**config.mk**
```make
export PLATFORM = sky130hd
export DESIGN_NAME = hcc_divider
export DESIGN_NICKNAME = d
export VERILOG_FILES = /design/src/design/hcc_pkg.sv /design/src/design/hcc_divider.sv
export SDC_FILE = /design/constraint.sdc
export NUM_CORES = 1
export LEC_CHECK = 0
export ABC_CLOCK_PERIOD_IN_PS = 3500
export BUFFER_PORTS_ARGS = -buffer_cell sky130_fd_sc_hd__buf_2
export CAP_MARGIN = 20
export CORE_MARGIN = 1
export CORE_UTILIZATION = 35
export CTS_CLUSTER_DIAMETER = 150
export DETAILED_ROUTE_END_ITERATION = 7
export PLACE_DENSITY = 0.53
export RECOVER_POWER = 25
export SKIP_CTS_REPAIR_TIMING = 1
export SLEW_MARGIN = 20
export SYNTH_ARGS = -nofsm -noshare
export SYNTH_HDL_FRONTEND = slang
export SYNTH_SLANG_ARGS = --single-unit
```
**constraint.sdc**
```tcl
create_clock -name clock -period 3.5 [get_ports clock]
set_input_delay 0 -clock clock [delete_from_list [all_inputs] [get_ports clock]]
set_output_delay 0 -clock clock [all_outputs]
set_load 0.05 [all_outputs]
```
**src/design/hcc_pkg.sv**
```systemverilog
package hcc_pkg;

   // Default sizing of the block.
   localparam int HCC_MAX_POINTS  = 1024;
   localparam int HCC_COORD_WIDTH = 16;

   // Fraction bits of the curve parameter and of the basis weights.
   localparam int FRAC_W = 16;
   // The curve parameter u runs from 0 to 1.0 inclusive: unsigned Q1.16.
   localparam int Q_W = FRAC_W + 1;
   // The basis weights are signed and reach 3*u^2 at most before the subtraction.
   localparam int WGT_W = Q_W + 2;
   // Half of one LSB after a drop of FRAC_W bits.
   localparam int ROUND_HALF = 1 << (FRAC_W - 1);

   // Sample count after reset.
   localparam int RESET_COUNT = 64;

   // Register indexes of the configuration port.
   localparam int CSR_INDEX_W = 3;
   localparam logic [CSR_INDEX_W-1:0] REG_START_POINT   = 3'd0;
   localparam logic [CSR_INDEX_W-1:0] REG_END_POINT     = 3'd1;
   localparam logic [CSR_INDEX_W-1:0] REG_START_TANGENT = 3'd2;
   localparam logic [CSR_INDEX_W-1:0] REG_END_TANGENT   = 3'd3;
   localparam logic [CSR_INDEX_W-1:0] REG_POINT_COUNT   = 3'd4;

   // 1.0 in the weight format.
   localparam logic signed [WGT_W-1:0] WGT_ONE = WGT_W'(1 << FRAC_W);

   // The four Hermite basis weights of one sample.
   typedef struct packed {
      logic signed [WGT_W-1:0] h0;
      logic signed [WGT_W-1:0] h1;
      logic signed [WGT_W-1:0] h2;
      logic signed [WGT_W-1:0] h3;
   } weights_type;

endpackage

```
**src/design/hcc_divider.sv**
```systemverilog
// Pipelined restoring divider: one quotient bit per stage, Q_W stages.
// The quotient is known to fit in Q_W bits because the numerator is below
// the divisor times 2^Q_W.
module hcc_divider
   import hcc_pkg::*;
#(
   parameter int IDX_W = 10
) (
   input  logic                   clock,
   input  logic                   reset,
   input  logic                   en,
   input  logic                   in_vld,
   input  logic [IDX_W+FRAC_W-1:0] num,
   input  logic [IDX_W-1:0]       den,
   output logic                   out_vld,
   output logic [Q_W-1:0]         quot
);

   localparam int NUMX_W = IDX_W + Q_W;

   logic [NUMX_W-1:0] numx;
   logic [IDX_W-1:0]  rem_src [Q_W];
   logic [Q_W-1:0]    low_src [Q_W];
   logic [Q_W-1:0]    vld_src;
   logic [IDX_W-1:0]  rem_in  [Q_W];
   logic [Q_W-1:0]    low_in  [Q_W];
   logic [IDX_W-1:0]  rem_ff  [Q_W];
   logic [Q_W-1:0]    low_ff  [Q_W];
   logic [Q_W-1:0]    vld_ff;

   // The top IDX_W bits start as the partial remainder; the rest shift in.
   assign numx = {1'b0, num};

   // Each stage reads the register of the stage before it.
   always_comb begin
      rem_src[0] = numx[NUMX_W-1:Q_W];
      low_src[0] = numx[Q_W-1:0];
      vld_src[0] = in_vld;
      for (int k = 1; k < Q_W; k++) begin
         rem_src[k] = rem_ff[k-1];
         low_src[k] = low_ff[k-1];
         vld_src[k] = vld_ff[k-1];
      end
   end

   // One trial subtraction per stage; the quotient bit enters at the bottom.
   always_comb begin
      logic [IDX_W:0] trial;
      logic           ge;
      for (int k = 0; k < Q_W; k++) begin
         trial = {rem_src[k], low_src[k][Q_W-1]};
         ge = (trial >= {1'b0, den});
         rem_in[k] = ge ? IDX_W'(trial - {1'b0, den}) : trial[IDX_W-1:0];
         low_in[k] = {low_src[k][Q_W-2:0], ge};
      end
   end

   // Valid bits travel with the data.
   always_ff @(posedge clock) begin
      if (reset) begin
         vld_ff <= '0;
      end else if (en) begin
         vld_ff <= vld_src;
      end
   end

   always_ff @(posedge clock) begin
      if (en) begin
         for (int k = 0; k < Q_W; k++) begin
            rem_ff[k] <= rem_in[k];
            low_ff[k] <= low_in[k];
         end
      end
   end

   assign out_vld = vld_ff[Q_W-1];
   assign quot    = low_ff[Q_W-1];

endmodule

```
==> results.toml, run 1 <==
[logic_synthesis]
synth_cell_types = 58
yosysMostFrequentCell = "edfxtp_1"
synth-edff-count = 449
yosysTopAreaCell = "edfxtp_1"
synth_fp_nets = 1995
post-synth-top-area-fraction = 0.585
synth_top_family_by_area = "compound AO/OA/AOI/OAI gates"
ys_seq_elements = 466
synth.area.mux_share = 0.0363
syn_area_um2 = 23000
synth_area_leaders = "edfxtp_1, ha_1, o21ai_0"
ys_top_cells_by_count = "edfxtp_1, ha_1, o21ai_0"
yosysWarnings = 0
synth-compound-area-share = 0.114
yosys_most_used_dff = "edfxtp_1"
synth.avg_cell_area_um2 = 13.0
synth_seq_area_share = 0.600
synthArstFlopShare = 0
yosys.area_share.simple = 0.0832
synth_fa_ha_area_frac = 0.106
synth_cells = 1769
synth_xor_area_frac = 0.0361

[timing]
period_minus_slack_ns = 2.72
worst_slew_pin_slew_ns = 0.771
finalClockSkew_ns = 0.0140
slew_viol_final = 0
hold_viol = 0
fin_setup_tns_ns = 0
layout_worst_path_cycle_share = 0.776
fmax_mhz = 368
setup_violations = 0
relSlewSlack = 0.486
rsz0062_at_grt = "no"

[grt]
overflow = 0
grt_first_pass_wirelength_um = 74800
grt_pass1_vias = 14000
antenna_found_initial = 0
grt_max_degree = 91
grt_util_all_layers = 0.140

[power_and_ir_drop]
power_density_nw_per_um2 = 888
p_leak_uw = 0.00995
ir_drop_v = 0.000311

[setup_path]
cp-start-kind = "register"
cp.arrival_ns = 3.06
worstPathMaxFanout = 18
end_kind = "register"
reg2regPathDepth = 6
critical_path_class = "reg2reg"
crit_required_ns = 3.84

[route]
drtPass1Iterations = 5
wl_um = 46700
route.vias.total = 14200
wl_per_cell_um = 16.6
drtIter0Drc = 816
ant_nets = 0
drc_errors = 0
post_drt_via_cell_ratio = 5.04

[outcome]
status = "finished, final reports clean"

[clock_tree]
cts_tree = "yes"
clockBufferDepth = 3
cts_htree_levels = 2
cts_buffers = 52
clock_sinks = 466
clockRootBuffer = "clkbuf_16"
clk_pin_slew_ns = 0.07
clk_latency_ns = 0.60

[cells_and_area]
area_growth_pct = 15.8
diodes = 0
drive_gt1_frac = 0.133
nets = 2140
fillers = 6040
design_area_um2 = 26700
fin_util = 0.412

[die]
rows = 93
start_util = 0.356
core_um2 = 64700
die_h_um = 259
ios = 58
dieArea_um2 = 66900
die_x_um = 259

[hold_path]
hold_class = "in2reg"
whs_path_depth = 3

[placement]
dpl.hpwl_um = 31900
postPlaceCellArea_um2 = 24600
place.gp.congestion = 0.834
io_buffers = 57

[run]
drv_cap = 0
-- flip-flops by register name, summed over array words and instances, names as in the netlist --
name and flops:
vld_ff 17, rem_ff 160, low_ff 289
-- layer usage --
layer,global-route usage,up-vias,share of wire
li1,-,7041,-
met1,0.182,6797,0.46
met2,0.235,246,0.48
met3,0.0254,79,0.038
met4,0.0487,0,0.028
met5,0,-,0
-- stage by stage --
step                instances  total power [uW]  hold slack (ns)  setup slack, ns
finish                   2811             23700           0.0310            0.783
global route             2811             25400           0.0410            0.670
CTS                      2782             23900           -0.467            0.782
detailed placement       2686             17900            0.178            0.501
global placement         2686             17700            0.176            0.558
floorplan                1769             15700           0.0989            0.614
-- report_power, final --
part / switching [uW] / internal [uW]
Sequential: 708 / 8160
Combinational: 4890 / 4090
Clock: 2270 / 3570
-- cells in the final DEF (no fill, tap or decap), types with 22 or more instances in the layout --
cell type	synthesis	routed
edfxtp_1	449	449
ha_1	170	170
o21ai_0	138	138
nor2_1	126	126
nand2_1	114	114
inv_1	91	90
a21oi_1	74	74
xnor2_1	64	64
buf_2	6	55
clkbuf_16	0	53
nand3_1	45	45
mux2_2	44	44
buf_4	17	38
o211ai_1	33	33
xor2_1	31	31
o21bai_1	30	30
dlygate4sd3_1	0	29
nor4_1	22	22
mux2i_1	22	22
-- critical path: stages (launching register included) --
cell	delay, ns
edfxtp_1	0.46
ha_1	0.33
nor2b_1	0.15
o31a_1	0.27
o31a_1	0.29
o21ai_2	0.55
mux2_2	0.42
-- final timing paths --
| kind | start | slack [ns] | to |
|---|---|---|---|
| hold reg to reg | low_ff[0][224] | 0.41 | low_ff[0][242] |
| setup / recovery | rem_ff[0][30] | 0.78 | rem_ff[0][43] |
| hold / removal | den[0] | 0.03 | rem_ff[0][0] |
| setup reg to reg | rem_ff[0][30] | 0.78 | rem_ff[0][43] |
-- cells by family after synthesis --
logic type,Yosys count
simple gates,403
xor+xnor,95
flops,466
mux,74
fa+ha+maj,186
compound gates,416
buf+inv,129
-- cell type report --
class / count / area (um^2) / share of cell area
Sequential cell: 466 / 13800 / 0.518
Clock buffer: 62 / 1390 / 0.0521
Inverter: 91 / 342 / 0.0128
Timing Repair Buffer: 129 / 970 / 0.0363
Multi-Input combinational cell: 1174 / 8650 / 0.324
Clock inverter: 34 / 440 / 0.0165
Tap cell: 855 / 1070 / 0.0401
Power figures use the tool's default switching activity.
==> run 2, diff against run 1 <==
--- a/config.mk
+++ b/config.mk
@@ -5,14 +5,14 @@
 export SDC_FILE = /design/constraint.sdc
 export NUM_CORES = 1
 export LEC_CHECK = 0
-export ABC_CLOCK_PERIOD_IN_PS = 3500
+export ABC_CLOCK_PERIOD_IN_PS = 2300
 export BUFFER_PORTS_ARGS = -buffer_cell sky130_fd_sc_hd__buf_2
 export CAP_MARGIN = 20
 export CORE_MARGIN = 1
 export CORE_UTILIZATION = 35
 export CTS_CLUSTER_DIAMETER = 150
 export DETAILED_ROUTE_END_ITERATION = 7
-export PLACE_DENSITY = 0.53
+export PLACE_DENSITY = 0.54
 export RECOVER_POWER = 25
 export SKIP_CTS_REPAIR_TIMING = 1
 export SLEW_MARGIN = 20
==> constraint.sdc (replaced) <==
create_clock -name clock -period 2.3 [get_ports clock]
set_input_delay 0 -clock clock [delete_from_list [all_inputs] [get_ports clock]]
set_output_delay 0 -clock clock [all_outputs]
set_load 0.05 [all_outputs]
==> results.toml, run 2 (same netlist as run 1, synthesis figures left out) <==
[cells_and_area]
top_register = "low_ff"
largest_register_ff_count = 289
area_growth_pct = 28.4
nets = 2422
drive_gt1_frac = 0.284
final_cell_mix = "edfxtp_1, buf_4, ha_1"
final_common_cell = "edfxtp_1"
reg_top3 = "low_ff x289, rem_ff x160, vld_ff x17"
fillers = 5910
diodes = 0
design_area_um2 = 29600
multi_input_area_um2 = 9310
seq_area_um2 = 13800

[power_and_ir_drop]
power_uw = 40400
ir_drop_v = 0.000563
power_density_nw_per_um2 = 1360
p_leak_uw = 0.0114

[clock_tree]
clockRootBuffer = "clkbuf_16"
cts_htree_levels = 2
cts_buffers = 53
clockBufferDepth = 3
clk_pin_slew_ns = 0.06
clock_sinks = 466
clk_latency_ns = 0.60
cts_tree = "yes"

[grt]
grt_first_pass_wirelength_um = 77600
grtUsageMet1 = 0.186
grt_util_all_layers = 0.145
grt-busiest-layer = "met2"
grt_pass1_vias = 15200
met3_usage = 0.0245
grtUsageMet2 = 0.243
grt_max_degree = 68
overflow = 0
antenna_found_initial = 0

[placement]
pre_cts_ws_ns = -0.207
place.gp.congestion = 0.834
dpl.hpwl_um = 33500
postPlaceCellArea_um2 = 26800
io_buffers = 57

[setup_path]
crit_required_ns = 2.64
rr_startpoint = "rem_ff[0][120]"
r2r_end = "rem_ff[0][139]"
cp-start-kind = "register"
end_kind = "register"
cp.arrival_ns = 2.71
reg2regPathDepth = 8
r2r_slack_ns = -0.07
worstPathMaxFanout = 3
critical_path_class = "reg2reg"

[timing]
worst_slew_pin_slew_ns = 0.499
fin_setup_tns_ns = -0.295
slew_viol_final = 0
period_minus_slack_ns = 2.37
layout_worst_path_cycle_share = 1.03
hold_viol = 0
holdWs_ns = 0.0386
setup_ws_ns = -0.0703
rsz0062_at_grt = "yes"
finalClockSkew_ns = 0.0129
fmax_mhz = 422
relSlewSlack = 0.667
setup_violations = 7

[die]
die_h_um = 259
die_x_um = 259
ios = 58
start_util = 0.356
dieArea_um2 = 66900
rows = 93
core_um2 = 64700

[hold_path]
hold_class = "in2reg"
hp-start = "den[0]"
min_to = "rem_ff[0][60]"
whs_path_depth = 4

[route]
route.vias.total = 15200
drtPass1Iterations = 7
ant_nets = 0
drc_errors = 0
drtIter0Drc = 698
wl_per_cell_um = 15.9
wl_um = 49200
post_drt_via_cell_ratio = 4.92

[outcome]
status = "finished with violations"
violations = "negative setup slack"

[run]
drv_cap = 0
-- run 2: how the worst max path moves through the flow --
stage | to | startpoint
floorplan | rem_ff[0][1] | den[1]
global placement | rem_ff[0][96] | den[5]
detailed placement | rem_ff[0][96] | den[5]
CTS | rem_ff[0][76] | rem_ff[0][62]
global route | rem_ff[0][29] | rem_ff[0][11]
finish | rem_ff[0][139] | rem_ff[0][120]
-- run 2: through the flow --
stage | std cells | util
after detailed placement | 2934 | 0.414
after floorplan | 1769 | -
after global placement | 2934 | 0.414
final | 3090 | 0.457
after global routing | 3090 | 0.457
after CTS | 3028 | 0.440
-- run 2: final cells by class --
class                      count  area share
tap                          855      0.0362
sequential                   466       0.467
inverter                      91      0.0117
clock buffer                  61      0.0473
timing repair buffer         409       0.112
clock inverter                33      0.0110
multi-input combinational   1175       0.315
-- run 2: report_power, final --
group          internal [uW]  switching [uW]  total, uW
clock network           4930            3480       8410
logic                   9680            8740      18400
registers              12400            1110      13500
total                  27000           13300      40400
-- run 2: worst max-delay path, stage by stage (launching register included) --
cell	delay (ns)
edfxtp_1	0.43
ha_4	0.27
nor2b_4	0.12
o31a_1	0.27
o31a_1	0.33
buf_6	0.15
o22ai_4	0.15
nor3_2	0.06
o32a_1	0.35
-- run 2: routing by layer --
layer	part of all wire	vias up
met1	0.45	7286
li1	-	7583
met5	0	-
met3	0.034	98
met4	0.032	0
met2	0.49	226
==> run 3, diff against run 2 <==
--- a/config.mk
+++ b/config.mk
@@ -12,7 +12,7 @@
 export CORE_UTILIZATION = 35
 export CTS_CLUSTER_DIAMETER = 150
 export DETAILED_ROUTE_END_ITERATION = 7
-export PLACE_DENSITY = 0.54
+export PLACE_DENSITY = 0.47
 export RECOVER_POWER = 25
 export SKIP_CTS_REPAIR_TIMING = 1
 export SLEW_MARGIN = 20
==> results.toml, run 3 (same netlist as run 1, synthesis figures left out) <==
[hold_path]
hold_class = "in2reg"
hp-start = "num[13]"
min_to = "low_ff[0][14]"
whs_path_depth = 2

[timing]
worst_slew_pin_slew_ns = 0.548
hold_viol = 0
period_minus_slack_ns = 2.36
layout_worst_path_cycle_share = 1.03
fmax_mhz = 424
rsz0062_at_grt = "yes"
setup_ws_ns = -0.0578
fin_setup_tns_ns = -0.325
holdWs_ns = 0.0892
relSlewSlack = 0.634
slew_viol_final = 0
finalClockSkew_ns = 0.0132
setup_violations = 9

[grt]
grt_max_degree = 63
grt_first_pass_wirelength_um = 78500
grt_util_all_layers = 0.149
grt_pass1_vias = 14600
overflow = 0
antenna_found_initial = 0

[cells_and_area]
largest_register_ff_count = 289
seq_area_um2 = 13800
fillers = 5948
multi_input_area_um2 = 9480
diodes = 0
top_register = "low_ff"
area_growth_pct = 27.3
nets = 2365
reg_top3 = "low_ff x289, rem_ff x160, vld_ff x17"
design_area_um2 = 29300
drive_gt1_frac = 0.269
final_common_cell = "edfxtp_1"
final_cell_mix = "edfxtp_1, buf_4, ha_1"

[die]
start_util = 0.356
dieArea_um2 = 66900
die_x_um = 259
ios = 58
core_um2 = 64700
rows = 93
die_h_um = 259

[placement]
place.gp.congestion = 0.853
postPlaceCellArea_um2 = 26300
io_buffers = 57
dpl.hpwl_um = 34400

[route]
wl_per_cell_um = 16.6
ant_nets = 0
drc_errors = 0
post_drt_via_cell_ratio = 4.91
drtPass1Iterations = 5
drtIter0Drc = 718
wl_um = 50500
route.vias.total = 14900

[setup_path]
critical_path_class = "reg2reg"
end_kind = "register"
r2r_end = "rem_ff[0][131]"
rr_startpoint = "rem_ff[0][120]"
r2r_slack_ns = -0.06
crit_required_ns = 2.67
cp-start-kind = "register"
cp.arrival_ns = 2.72
worstPathMaxFanout = 5
reg2regPathDepth = 6

[power_and_ir_drop]
power_uw = 40000
p_leak_uw = 0.0112
power_density_nw_per_um2 = 1360
ir_drop_v = 0.000561

[clock_tree]
cts_tree = "yes"
clockBufferDepth = 3
clk_pin_slew_ns = 0.06
cts_htree_levels = 2
cts_buffers = 54
clock_sinks = 466
clockRootBuffer = "clkbuf_16"
clk_latency_ns = 0.62

[run]
drv_cap = 0

[outcome]
status = "finished with violations"
violations = "negative setup slack"
-- run 3: changes by cell type in the layout (fill, tap and decap cells not counted), moves of 4 or more --
cell      change
o22ai_4       -4
o21ai_2       +4
ha_4         +11
ha_1         -11
buf_4        -60
clkinv_1      +9
o22ai_2       +5
clkinv_2      -5
-- run 3: worst max-delay path by stage --
stage | startpoint | to | slack [ns] | depth (start not counted)
after floorplan | den[1] | rem_ff[0][1] | -0.36 | 8
after global placement | den[1] | rem_ff[0][121] | -0.17 | 10
after detailed placement | den[5] | rem_ff[0][49] | -0.18 | 9
after CTS | low_ff[0][101] | rem_ff[0][66] | -0.14 | 10
after global routing | rem_ff[0][120] | rem_ff[0][133] | -0.12 | 6
final | rem_ff[0][120] | rem_ff[0][131] | -0.06 | 6
-- run 3: cell type report --
class	count	area share
clock inverters	37	0.0123
repair buffers	349	0.0974
multi-input cells	1177	0.323
well taps	855	0.0365
clock buffers	63	0.0472
flip-flops and latches	466	0.471
inverters	91	0.0119
-- run 3: power breakdown --
group	internal [uW]	switching (uW)
Sequential	12400	1140
Clock	4900	3580
Combinational	9240	8720
Total	26600	13400
-- run 3: stage by stage --
step | worst slack [ns] | std cells | utilization
floorplan | -0.360 | 1769 | -
global placement | -0.171 | 2868 | 0.406
detailed placement | -0.177 | 2868 | 0.406
CTS | -0.137 | 2968 | 0.433
global route | -0.122 | 3038 | 0.453
finish | -0.0578 | 3038 | 0.453
-- run 3: worst max-delay path: stages (launching register included) --
cell and delay [ns]:
edfxtp_1 0.42, ha_4 0.24, nor2b_4 0.12, o31a_1 0.27, o31a_1 0.40, o21ai_4 0.33, mux2_4 0.33
-- run 3: per-layer routing --
layer / GRT usage / part of all wire / up-vias
met5: 0 / 0 / -
met4: 0.0498 / 0.027 / 0
met3: 0.0269 / 0.033 / 87
met2: 0.242 / 0.47 / 212
met1: 0.200 / 0.47 / 7141
li1: - / - / 7482
